[config.mk]
export PLATFORM = sky130hd
export DESIGN_NAME = char_lcd_nibble_sequencer_core
export DESIGN_NICKNAME = d
export VERILOG_FILES = /design/src/design/clns_pkg.sv /design/src/design/clns_front.sv /design/src/design/clns_fifo.sv /design/src/design/clns_back.sv /design/src/design/char_lcd_nibble_sequencer_core.sv
export SDC_FILE = /design/constraint.sdc
export NUM_CORES = 1
export LEC_CHECK = 0
export ABC_AREA = 1
export BUFFER_PORTS_ARGS = -buffer_cell sky130_fd_sc_hd__buf_2
export CAP_MARGIN = 20
export CORE_MARGIN = 10
export CORE_UTILIZATION = 55
export CTS_CLUSTER_SIZE = 14
export DETAILED_ROUTE_END_ITERATION = 10
export PLACE_DENSITY = 0.79
export RECOVER_POWER = 100
export SETUP_SLACK_MARGIN = 0.05
export SYNTH_ARGS = -nofsm -noshare
export SYNTH_HDL_FRONTEND = slang
export SYNTH_SLANG_ARGS = --single-unit
[constraint.sdc]
create_clock -name clk_i -period 3.2 [get_ports clk_i]
set_clock_uncertainty 0.05 [all_clocks]
set_input_delay 0.48 -clock clk_i [delete_from_list [all_inputs] [get_ports clk_i]]
set_output_delay 0.48 -clock clk_i [all_outputs]
set_load 0.005 [all_outputs]
[src/design/clns_pkg.sv]
// ----------------------------------------------------------------------------
// clns_pkg
// Shared types, command codes and helpers for the character-LCD nibble
// sequencer.
// ----------------------------------------------------------------------------
package clns_pkg;

  typedef enum logic [1:0] {
    OP_INIT    = 2'd0,
    OP_CMD     = 2'd1,
    OP_CHAR    = 2'd2,
    OP_CHAR_AT = 2'd3
  } op_e;

  localparam logic [1:0] LINE_FIRST  = 2'd1;
  localparam logic [1:0] LINE_SECOND = 2'd2;

  localparam logic [1:0] REG_POWER_UP  = 2'd0;
  localparam logic [1:0] REG_STROBE    = 2'd1;
  localparam logic [1:0] REG_INIT_TAIL = 2'd2;

  localparam logic [7:0] CMD_FUNC_SET   = 8'h28;
  localparam logic [7:0] CMD_DISP_ON    = 8'h0C;
  localparam logic [7:0] CMD_ENTRY_MODE = 8'h06;
  localparam logic [7:0] CMD_CLEAR      = 8'h01;
  localparam logic [7:0] ADDR_LINE1     = 8'h80;
  localparam logic [7:0] ADDR_LINE2     = 8'hC0;

  localparam logic [1:0] INIT_LAST_IDX = 2'd3;

  localparam logic [15:0] RST_POWER_UP  = 16'd20000;
  localparam logic [7:0]  RST_STROBE    = 8'd40;
  localparam logic [15:0] RST_INIT_TAIL = 16'd5000;

  localparam int unsigned IN_DATA_W   = 16;
  localparam int unsigned IN_USER_W   = 2;
  localparam int unsigned OUT_DATA_W  = 40;
  localparam int unsigned CFG_DATA_W  = 16;

  // One byte to put on the bus, with its strobe attributes
  typedef struct packed {
    logic [7:0] data;
    logic       rs;
    logic       pwr;
    logic       tail;
    logic       last;
  } byte_t;

  typedef struct packed {
    logic [15:0] power_up;
    logic [7:0]  strobe;
    logic [15:0] init_tail;
  } cfg_t;

  function automatic logic [7:0] init_cmd(input logic [1:0] idx);
    logic [7:0] cmd;
    unique case (idx)
      2'd0:    cmd = CMD_FUNC_SET;
      2'd1:    cmd = CMD_DISP_ON;
      2'd2:    cmd = CMD_ENTRY_MODE;
      default: cmd = CMD_CLEAR;
    endcase
    return cmd;
  endfunction

endpackage

[src/design/clns_front.sv]
// ----------------------------------------------------------------------------
// clns_front
// Accepts requests, classifies them and pushes one byte entry per cycle while the queue has room.
// ----------------------------------------------------------------------------
module clns_front (
  input  logic               clk_i,
  input  logic               rst_ni,
  input  logic               in_valid_i,
  output logic               in_ready_o,
  input  logic [1:0]         in_op_i,
  input  logic [7:0]         in_value_i,
  input  logic [5:0]         in_column_i,
  input  logic [1:0]         in_line_i,
  output logic               push_valid_o,
  input  logic               push_ready_i,
  output clns_pkg::byte_t    push_data_o
);

  logic                busy_q, busy_d;
  clns_pkg::op_e       op_q;
  logic [7:0]          val_q;
  logic [7:0]          addr_q;
  logic                has_addr_q;
  logic [1:0]          idx_q, idx_d;
  logic                push;
  logic                final_byte;
  logic                accept;
  clns_pkg::byte_t     ent;

  always_comb begin
    ent        = '0;
    final_byte = 1'b1;
    unique case (op_q)
      clns_pkg::OP_INIT: begin
        ent.data   = clns_pkg::init_cmd(idx_q);
        ent.pwr    = (idx_q == '0);
        ent.tail   = (idx_q == clns_pkg::INIT_LAST_IDX);
        final_byte = (idx_q == clns_pkg::INIT_LAST_IDX);
      end
      clns_pkg::OP_CMD: begin
        ent.data = val_q;
      end
      clns_pkg::OP_CHAR: begin
        ent.data = val_q;
        ent.rs   = 1'b1;
      end
      clns_pkg::OP_CHAR_AT: begin
        if (has_addr_q && idx_q == '0) begin
          ent.data   = addr_q;
          final_byte = 1'b0;
        end else begin
          ent.data = val_q;
          ent.rs   = 1'b1;
        end
      end
      default: ent = '0;
    endcase
    ent.last = final_byte;
  end

  assign push_valid_o = busy_q;
  assign push_data_o  = ent;
  assign push         = busy_q && push_ready_i;
  assign in_ready_o   = !busy_q || (push && final_byte);
  assign accept       = in_valid_i && in_ready_o;

  always_comb begin
    busy_d = busy_q;
    idx_d  = idx_q;
    if (push) begin
      idx_d = idx_q + 2'd1;
      if (final_byte) busy_d = 1'b0;
    end
    if (accept) begin
      busy_d = 1'b1;
      idx_d  = '0;
    end
  end

  always_ff @(posedge clk_i or negedge rst_ni) begin
    if (!rst_ni) begin
      busy_q <= 1'b0;
      idx_q  <= '0;
    end else begin
      busy_q <= busy_d;
      idx_q  <= idx_d;
    end
  end

  always_ff @(posedge clk_i) begin
    if (accept) begin
      op_q       <= clns_pkg::op_e'(in_op_i);
      val_q      <= in_value_i;
      has_addr_q <= (in_line_i == clns_pkg::LINE_FIRST) ||
                    (in_line_i == clns_pkg::LINE_SECOND);
      addr_q     <= ((in_line_i == clns_pkg::LINE_SECOND) ? clns_pkg::ADDR_LINE2
                                                          : clns_pkg::ADDR_LINE1)
                    + {2'b00, in_column_i};
    end
  end

endmodule

[src/design/clns_fifo.sv]
// ----------------------------------------------------------------------------
// clns_fifo
// Small register queue of byte entries between the front and back parts.
// ----------------------------------------------------------------------------
module clns_fifo #(
  parameter int unsigned Depth = 4
) (
  input  logic             clk_i,
  input  logic             rst_ni,
  input  logic             wr_valid_i,
  output logic             wr_ready_o,
  input  clns_pkg::byte_t  wr_data_i,
  output logic             rd_valid_o,
  input  logic             rd_ready_i,
  output clns_pkg::byte_t  rd_data_o
);

  localparam int unsigned AW = (Depth > 1) ? $clog2(Depth) : 1;
  localparam int unsigned CW = $clog2(Depth + 1);
  localparam logic [AW-1:0] LastPtr = AW'(Depth - 1);
  localparam logic [CW-1:0] Full    = CW'(Depth);

  clns_pkg::byte_t  mem_q [Depth];
  logic [AW-1:0]    wptr_q, wptr_d, rptr_q, rptr_d;
  logic [CW-1:0]    cnt_q, cnt_d;
  logic             wr, rd;

  assign wr_ready_o = (cnt_q != Full);
  assign rd_valid_o = (cnt_q != '0);
  assign rd_data_o  = mem_q[rptr_q];
  assign wr         = wr_valid_i && wr_ready_o;
  assign rd         = rd_valid_o && rd_ready_i;

  always_comb begin
    wptr_d = wptr_q;
    rptr_d = rptr_q;
    cnt_d  = cnt_q;
    if (wr) wptr_d = (wptr_q == LastPtr) ? '0 : wptr_q + AW'(1);
    if (rd) rptr_d = (rptr_q == LastPtr) ? '0 : rptr_q + AW'(1);
    if (wr && !rd) cnt_d = cnt_q + CW'(1);
    else if (rd && !wr) cnt_d = cnt_q - CW'(1);
  end

  always_ff @(posedge clk_i or negedge rst_ni) begin
    if (!rst_ni) begin
      wptr_q <= '0;
      rptr_q <= '0;
      cnt_q  <= '0;
    end else begin
      wptr_q <= wptr_d;
      rptr_q <= rptr_d;
      cnt_q  <= cnt_d;
    end
  end

  always_ff @(posedge clk_i) begin
    if (wr) mem_q[wptr_q] <= wr_data_i;
  end

endmodule

[src/design/clns_back.sv]
// ----------------------------------------------------------------------------
// clns_back
// Splits each queued byte into a high and a low nibble strobe and registers
// them toward the output.
// ----------------------------------------------------------------------------
module clns_back (
  input  logic             clk_i,
  input  logic             rst_ni,
  input  clns_pkg::cfg_t   cfg_i,
  input  logic             pop_valid_i,
  output logic             pop_ready_o,
  input  clns_pkg::byte_t  pop_data_i,
  output logic             out_valid_o,
  input  logic             out_ready_i,
  output logic             out_rs_o,
  output logic [3:0]       out_nibble_o,
  output logic [15:0]      out_pre_o,
  output logic [15:0]      out_post_o,
  output logic             out_last_o
);

  logic        valid_q, valid_d;
  logic        low_q, low_d;
  logic        load;
  logic [16:0] tail_sum;
  logic [15:0] low_post;
  logic        rs_q;
  logic [3:0]  nib_q;
  logic [15:0] pre_q, post_q;
  logic        last_q;

  assign load        = pop_valid_i && (!valid_q || out_ready_i);
  assign pop_ready_o = load && low_q;

  assign tail_sum = {9'd0, cfg_i.strobe} + {1'b0, cfg_i.init_tail};
  assign low_post = !pop_data_i.tail ? {8'd0, cfg_i.strobe} :
                    tail_sum[16]     ? 16'hFFFF : tail_sum[15:0];

  always_comb begin
    valid_d = valid_q;
    low_d   = low_q;
    if (out_ready_i) valid_d = 1'b0;
    if (load) begin
      valid_d = 1'b1;
      low_d   = !low_q;
    end
  end

  always_ff @(posedge clk_i or negedge rst_ni) begin
    if (!rst_ni) begin
      valid_q <= 1'b0;
      low_q   <= 1'b0;
    end else begin
      valid_q <= valid_d;
      low_q   <= low_d;
    end
  end

  always_ff @(posedge clk_i) begin
    if (load) begin
      rs_q   <= pop_data_i.rs;
      nib_q  <= low_q ? pop_data_i.data[3:0] : pop_data_i.data[7:4];
      pre_q  <= (!low_q && pop_data_i.pwr) ? cfg_i.power_up : '0;
      post_q <= low_q ? low_post : '0;
      last_q <= low_q && pop_data_i.last;
    end
  end

  assign out_valid_o  = valid_q;
  assign out_rs_o     = rs_q;
  assign out_nibble_o = nib_q;
  assign out_pre_o    = pre_q;
  assign out_post_o   = post_q;
  assign out_last_o   = last_q;

endmodule

[src/design/char_lcd_nibble_sequencer_core.sv]
// ----------------------------------------------------------------------------
// char_lcd_nibble_sequencer_core
// Character-LCD 4-bit bus sequencer: requests in, nibble strobes out.
// ----------------------------------------------------------------------------
// Usage:
//   s_axis carries one request per item (operation in tuser, value, column
//   and line in tdata). m_axis carries one bus strobe per item: rs in tuser,
//   nibble and the pre/post waits in tdata, tlast on the final strobe of a
//   request. The cfg channel writes the three wait registers and is always
//   ready; write it only while no request is in flight.
//   Init gives 8 strobes, command and char give 2, char at position on line
//   1 or 2 gives 4. A request's first strobe passes the front's registers,
//   the queue and the back's output register; then one strobe leaves per
//   cycle while m_axis is ready, set by the nibble splitter in the back part,
//   which emits one strobe per cycle. The front pushes one byte per cycle
//   into the queue while it has room and takes the next request in the cycle
//   it pushes the last byte of the current one, so requests flow back to back.
//   Reset empties the queue, drops any pending strobe and restores the
//   registers to 20000, 40 and 5000 us. When m_axis stalls the output
//   register holds, the queue fills, and then s_axis_tready falls.
// ----------------------------------------------------------------------------
module char_lcd_nibble_sequencer_core #(
  parameter int unsigned QueueDepth = 4
) (
  input  logic        clk_i,
  input  logic        rst_ni,
  input  logic        s_axis_tvalid,
  output logic        s_axis_tready,
  input  logic [15:0] s_axis_tdata,   // value[7:0], column[13:8], line[15:14]
  input  logic [1:0]  s_axis_tuser,   // operation[1:0]
  output logic        m_axis_tvalid,
  input  logic        m_axis_tready,
  output logic [39:0] m_axis_tdata,   // nibble[3:0], pre_wait_us[19:4],
                                      // post_wait_us[35:20], zero[39:36]
  output logic        m_axis_tuser,   // rs
  output logic        m_axis_tlast,
  input  logic        cfg_valid_i,
  output logic        cfg_ready_o,
  input  logic [1:0]  cfg_index_i,
  input  logic [15:0] cfg_data_i
);

  clns_pkg::cfg_t   cfg_q;
  clns_pkg::byte_t  push_data, pop_data;
  logic             push_valid, push_ready, pop_valid, pop_ready;
  logic [3:0]       nibble;
  logic [15:0]      pre_wait, post_wait;

  assign cfg_ready_o = 1'b1;

  always_ff @(posedge clk_i or negedge rst_ni) begin
    if (!rst_ni) begin
      cfg_q.power_up  <= clns_pkg::RST_POWER_UP;
      cfg_q.strobe    <= clns_pkg::RST_STROBE;
      cfg_q.init_tail <= clns_pkg::RST_INIT_TAIL;
    end else if (cfg_valid_i && cfg_ready_o) begin
      unique case (cfg_index_i)
        clns_pkg::REG_POWER_UP:  cfg_q.power_up  <= cfg_data_i;
        clns_pkg::REG_STROBE:    cfg_q.strobe    <= cfg_data_i[7:0];
        clns_pkg::REG_INIT_TAIL: cfg_q.init_tail <= cfg_data_i;
        default: ;
      endcase
    end
  end

  clns_front u_front (
    .clk_i        (clk_i),
    .rst_ni       (rst_ni),
    .in_valid_i   (s_axis_tvalid),
    .in_ready_o   (s_axis_tready),
    .in_op_i      (s_axis_tuser),
    .in_value_i   (s_axis_tdata[7:0]),
    .in_column_i  (s_axis_tdata[13:8]),
    .in_line_i    (s_axis_tdata[15:14]),
    .push_valid_o (push_valid),
    .push_ready_i (push_ready),
    .push_data_o  (push_data)
  );

  clns_fifo #(
    .Depth (QueueDepth)
  ) u_fifo (
    .clk_i      (clk_i),
    .rst_ni     (rst_ni),
    .wr_valid_i (push_valid),
    .wr_ready_o (push_ready),
    .wr_data_i  (push_data),
    .rd_valid_o (pop_valid),
    .rd_ready_i (pop_ready),
    .rd_data_o  (pop_data)
  );

  clns_back u_back (
    .clk_i        (clk_i),
    .rst_ni       (rst_ni),
    .cfg_i        (cfg_q),
    .pop_valid_i  (pop_valid),
    .pop_ready_o  (pop_ready),
    .pop_data_i   (pop_data),
    .out_valid_o  (m_axis_tvalid),
    .out_ready_i  (m_axis_tready),
    .out_rs_o     (m_axis_tuser),
    .out_nibble_o (nibble),
    .out_pre_o    (pre_wait),
    .out_post_o   (post_wait),
    .out_last_o   (m_axis_tlast)
  );

  assign m_axis_tdata = {4'd0, post_wait, pre_wait, nibble};

endmodule

==> impl_metrics.py <==
metrics = {
    "clock_tree": {
        "insertion_delay_ps": 420,
        "clock_path_buffers": 2,
        "cts_root_buf": "clkbuf_16",
        "postCtsSetupBuffers": 0,
        "post_cts_resized": 0,
        "htreeDepth": 4,
        "clk_transition_reported_paths_ps": 60,
        "hold_buffers": 0,
        "cts_buffers": 17,
        "tritoncts": "yes",
        "clock_sinks": 156,
    },
    "synthesis": {
        "synthesis.area_um2": 7027,
        "synthArstFlopShare_pct": 33.33,
        "yosysUniqueCellTypes": 35,
        "synth_edf_count": 104,
        "ys.flop_type": "edfxtp_1",
        "yosysSeqAreaShare_pct": 63.18,
        "ys_warn_count": 0,
        "ys_ff_latch": 156,
        "synthCells": 690,
        "avgSynthCellArea_um2": 10.18,
    },
    "sta": {
        "setup_violations": 0,
        "fin_crit_sh_pct": 83.68,
        "maxSlewViolCount": 0,
        "hold_viol": 0,
        "relSlewSlack_pct": 14.52,
        "holdWs_ps": 183.7,
        "fin_crit_ps": 2678,
        "clock.fmax_ghz": 0.3734,
        "fin_setup_tns_ps": 0,
        "fin_ws_ps": 522.1,
        "max_slew.worst_pin.slew_ps": 1282,
        "rsz0062_at_grt": "no",
    },
    "detailed_routing": {
        "vias": 5078,
        "wl_per_cell_um": 15.82,
        "drt-total-wl_mm": 15.27,
        "drc": 0,
        "drt_first_pass_iters": 5,
        "ant_nets": 0,
        "avgViaCountPerCell": 5.262,
        "drt_iter0_markers": 394,
    },
    "setup_path": {
        "worstPathArrival_ps": 2650,
        "r2r_slack_ps": 520,
        "path_max_fanout": 21,
        "cp-endpoint": "u_back.out_pre_o[0]$_SDFFCE_PN0P_",
        "max_stage_delay_ps": 1010,
        "r2r_end": "u_back.out_pre_o[0]$_SDFFCE_PN0P_",
        "critical_path_class": "flip-flop to flip-flop",
        "end_kind": "flip-flop",
        "crit_top_cell": "nand2_1",
        "crit_family": "buffers and inverters",
        "worst-path-buf-inv": 2,
        "cp-start-kind": "flip-flop",
        "critical_path.slowest_cell": "clkbuf_1",
        "r2r_cells": 5,
        "crit_chain": "nor2_1 -> nand2_1 -> nand2_1 -> inv_1 -> clkbuf_1",
        "rr_startpoint": "u_fifo.cnt_q[0]$_DFFE_PN0P_",
        "worstPathRequired_ps": 3180,
        "critPathLaunch": "u_fifo.cnt_q[0]$_DFFE_PN0P_",
        "cp_num_cells": 5,
    },
    "pwr": {
        "p_switching_w": 0.002662,
        "peakVddDrop_v": 0.0004476,
        "p_int_w": 0.005018,
        "seqPwrFrac_pct": 44.7,
        "combinationalPowerShare_pct": 29.3,
        "switching_share_pct": 34.67,
        "clockPowerShare_pct": 26.0,
        "power_density_nw_per_um2": 945.2,
        "p_leak_nw": 3.657,
    },
    "global_routing": {
        "grt_max_degree": 50,
        "grt_usage_pct": 17.29,
        "grt_pass1_vias": 5120,
        "grt_pass1_wl_mm": 24.83,
        "antenna_found_initial": 0,
        "grt_overflow_total": 0,
    },
    "layout": {
        "fin_cells": 965,
        "final_cell_mix": "nand2_1 (138), edfxtp_1 (104), inv_1 (97), nor2_1 (79), o21ai_0 (79)",
        "final_common_cell": "nand2_1",
        "layout.nets": 847,
        "multi_input_area_um2": 2079,
        "drive_gt1_share_pct": 12.48,
        "fillers": 968,
        "regArea_um2": 4439,
        "diodes": 0,
        "area_growth_pct": 15.63,
    },
    "die": {
        "core_area_um2": 12570,
        "die_x_um": 133.0,
        "num_rows": 41,
        "dieArea_um2": 17700,
        "io_pins": 86,
        "start_util_pct": 55.91,
        "die_y_um": 133.0,
    },
    "place": {
        "dpl.cell_count": 931,
        "io_buffer_count": 80,
        "post-dp-hpwl_mm": 10.40,
        "gp_congestion": 0.8667,
        "pre_cts_slack_ps": 825.8,
    },
    "hold_path": {
        "hold_class": "input port to flip-flop",
    },
    "status": {
        "status": "complete, no violations",
    },
    "job": {
        "drv_cap": 0,
    },
}
==> how the worst min path moves through the flow <==
stage	endpoint	from	cells past startpoint	slack, ps
after CTS	u_front.val_q[7]$_DFFE_PP_	s_axis_tdata[7]	1	180
after global routing	u_front.addr_q[2]$_DFFE_PP_	s_axis_tdata[10]	1	170
final	u_front.val_q[4]$_DFFE_PP_	s_axis_tdata[4]	1	180
after detailed placement	cfg_q[36]$_DFFE_PN0P_	cfg_q[36]$_DFFE_PN0P_	2	420
after global placement	cfg_q[39]$_DFFE_PN0P_	cfg_q[39]$_DFFE_PN0P_	2	420
after floorplan	cfg_q[0]$_DFFE_PN0P_	rst_ni	0	130
==> layout make-up <==
cell class | count | area share, %
Multi-Input combinational cell | 413 | 25.59
Timing Repair Buffer | 92 | 5.159
Sequential cell | 156 | 54.64
Clock inverter | 12 | 1.709
Inverter | 100 | 4.620
Clock buffer | 20 | 5.636
Tap cell | 172 | 2.649
==> metrics by stage <==
step | area, µm² | power [W] | utilization (%)
2_1_floorplan | 7038 | 0.004878 | -
3_3_place_gp | 7609 | 0.005639 | 60.54
3_5_place_dp | 7609 | 0.005774 | 60.54
4_1_cts | 8205 | 0.007781 | 65.29
5_1_grt | 8125 | 0.008160 | 64.65
6_report | 8125 | 0.007680 | 64.65
==> per-layer routing <==
| metal | up-vias | wire, µm | GRT usage (%) | share of wire [%] |
|---|---|---|---|---|
| li1 | 2444 | - | - | - |
| met1 | 2413 | 6649 | 22.01 | 44 |
| met2 | 190 | 7276 | 27.45 | 48 |
| met3 | 31 | 1054 | 5.185 | 6.9 |
| met4 | 0 | 288 | 6.051 | 1.9 |
| met5 | - | 0 | 0 | 0 |
==> Yosys cell counts (4+ instances only) <==
cell type	n	area share, %
a21oi_1	25	1.8
buf_2	4	0.28
buf_4	6	0.64
clkbuf_1	12	0.64
dfrtp_1	40	14
dfstp_2	12	4.5
edfxtp_1	104	44
ha_1	24	4.3
inv_1	97	5.2
nand2_1	136	7.3
nand2_2	4	0.36
nand3_1	24	1.7
nor2_1	78	4.2
o21ai_0	79	5.6
o22ai_1	10	0.89
==> registers in the layout, indices dropped and copies added, names as in the netlist, 2 cells and up <==
name and cells:
cfg_q 40, u_back.out_nibble_o 4, u_back.out_post_o 16, u_back.out_pre_o 16, u_fifo.cnt_q 3, u_fifo.mem_q 48
u_fifo.rptr_q 2, u_fifo.wptr_q 2, u_front.addr_q 7, u_front.idx_q 2, u_front.op_q 2, u_front.val_q 8
==> power by group through the flow <==
stage / Clock, W / Sequential, W / Combinational, W
finish: 0.00200 / 0.00343 / 0.00225
detailed placement: 0 / 0.00344 / 0.00233
global placement: 0 / 0.00340 / 0.00223
floorplan: 0 / 0.00338 / 0.00150
global route: 0.00210 / 0.00350 / 0.00256
CTS: 0.00201 / 0.00341 / 0.00236
==> logic make-up after synthesis <==
group,Yosys count,share of synthesized area [%]
xor+xnor,6,0.7480
mux,1,0.1602
buf+inv,124,7.229
flops,156,63.18
simple gates,253,14.55
other cells,2,0.1069
compound gates,122,9.188
fa+ha+maj,26,4.843
Note: power is estimated with default switching activity, not from simulation.
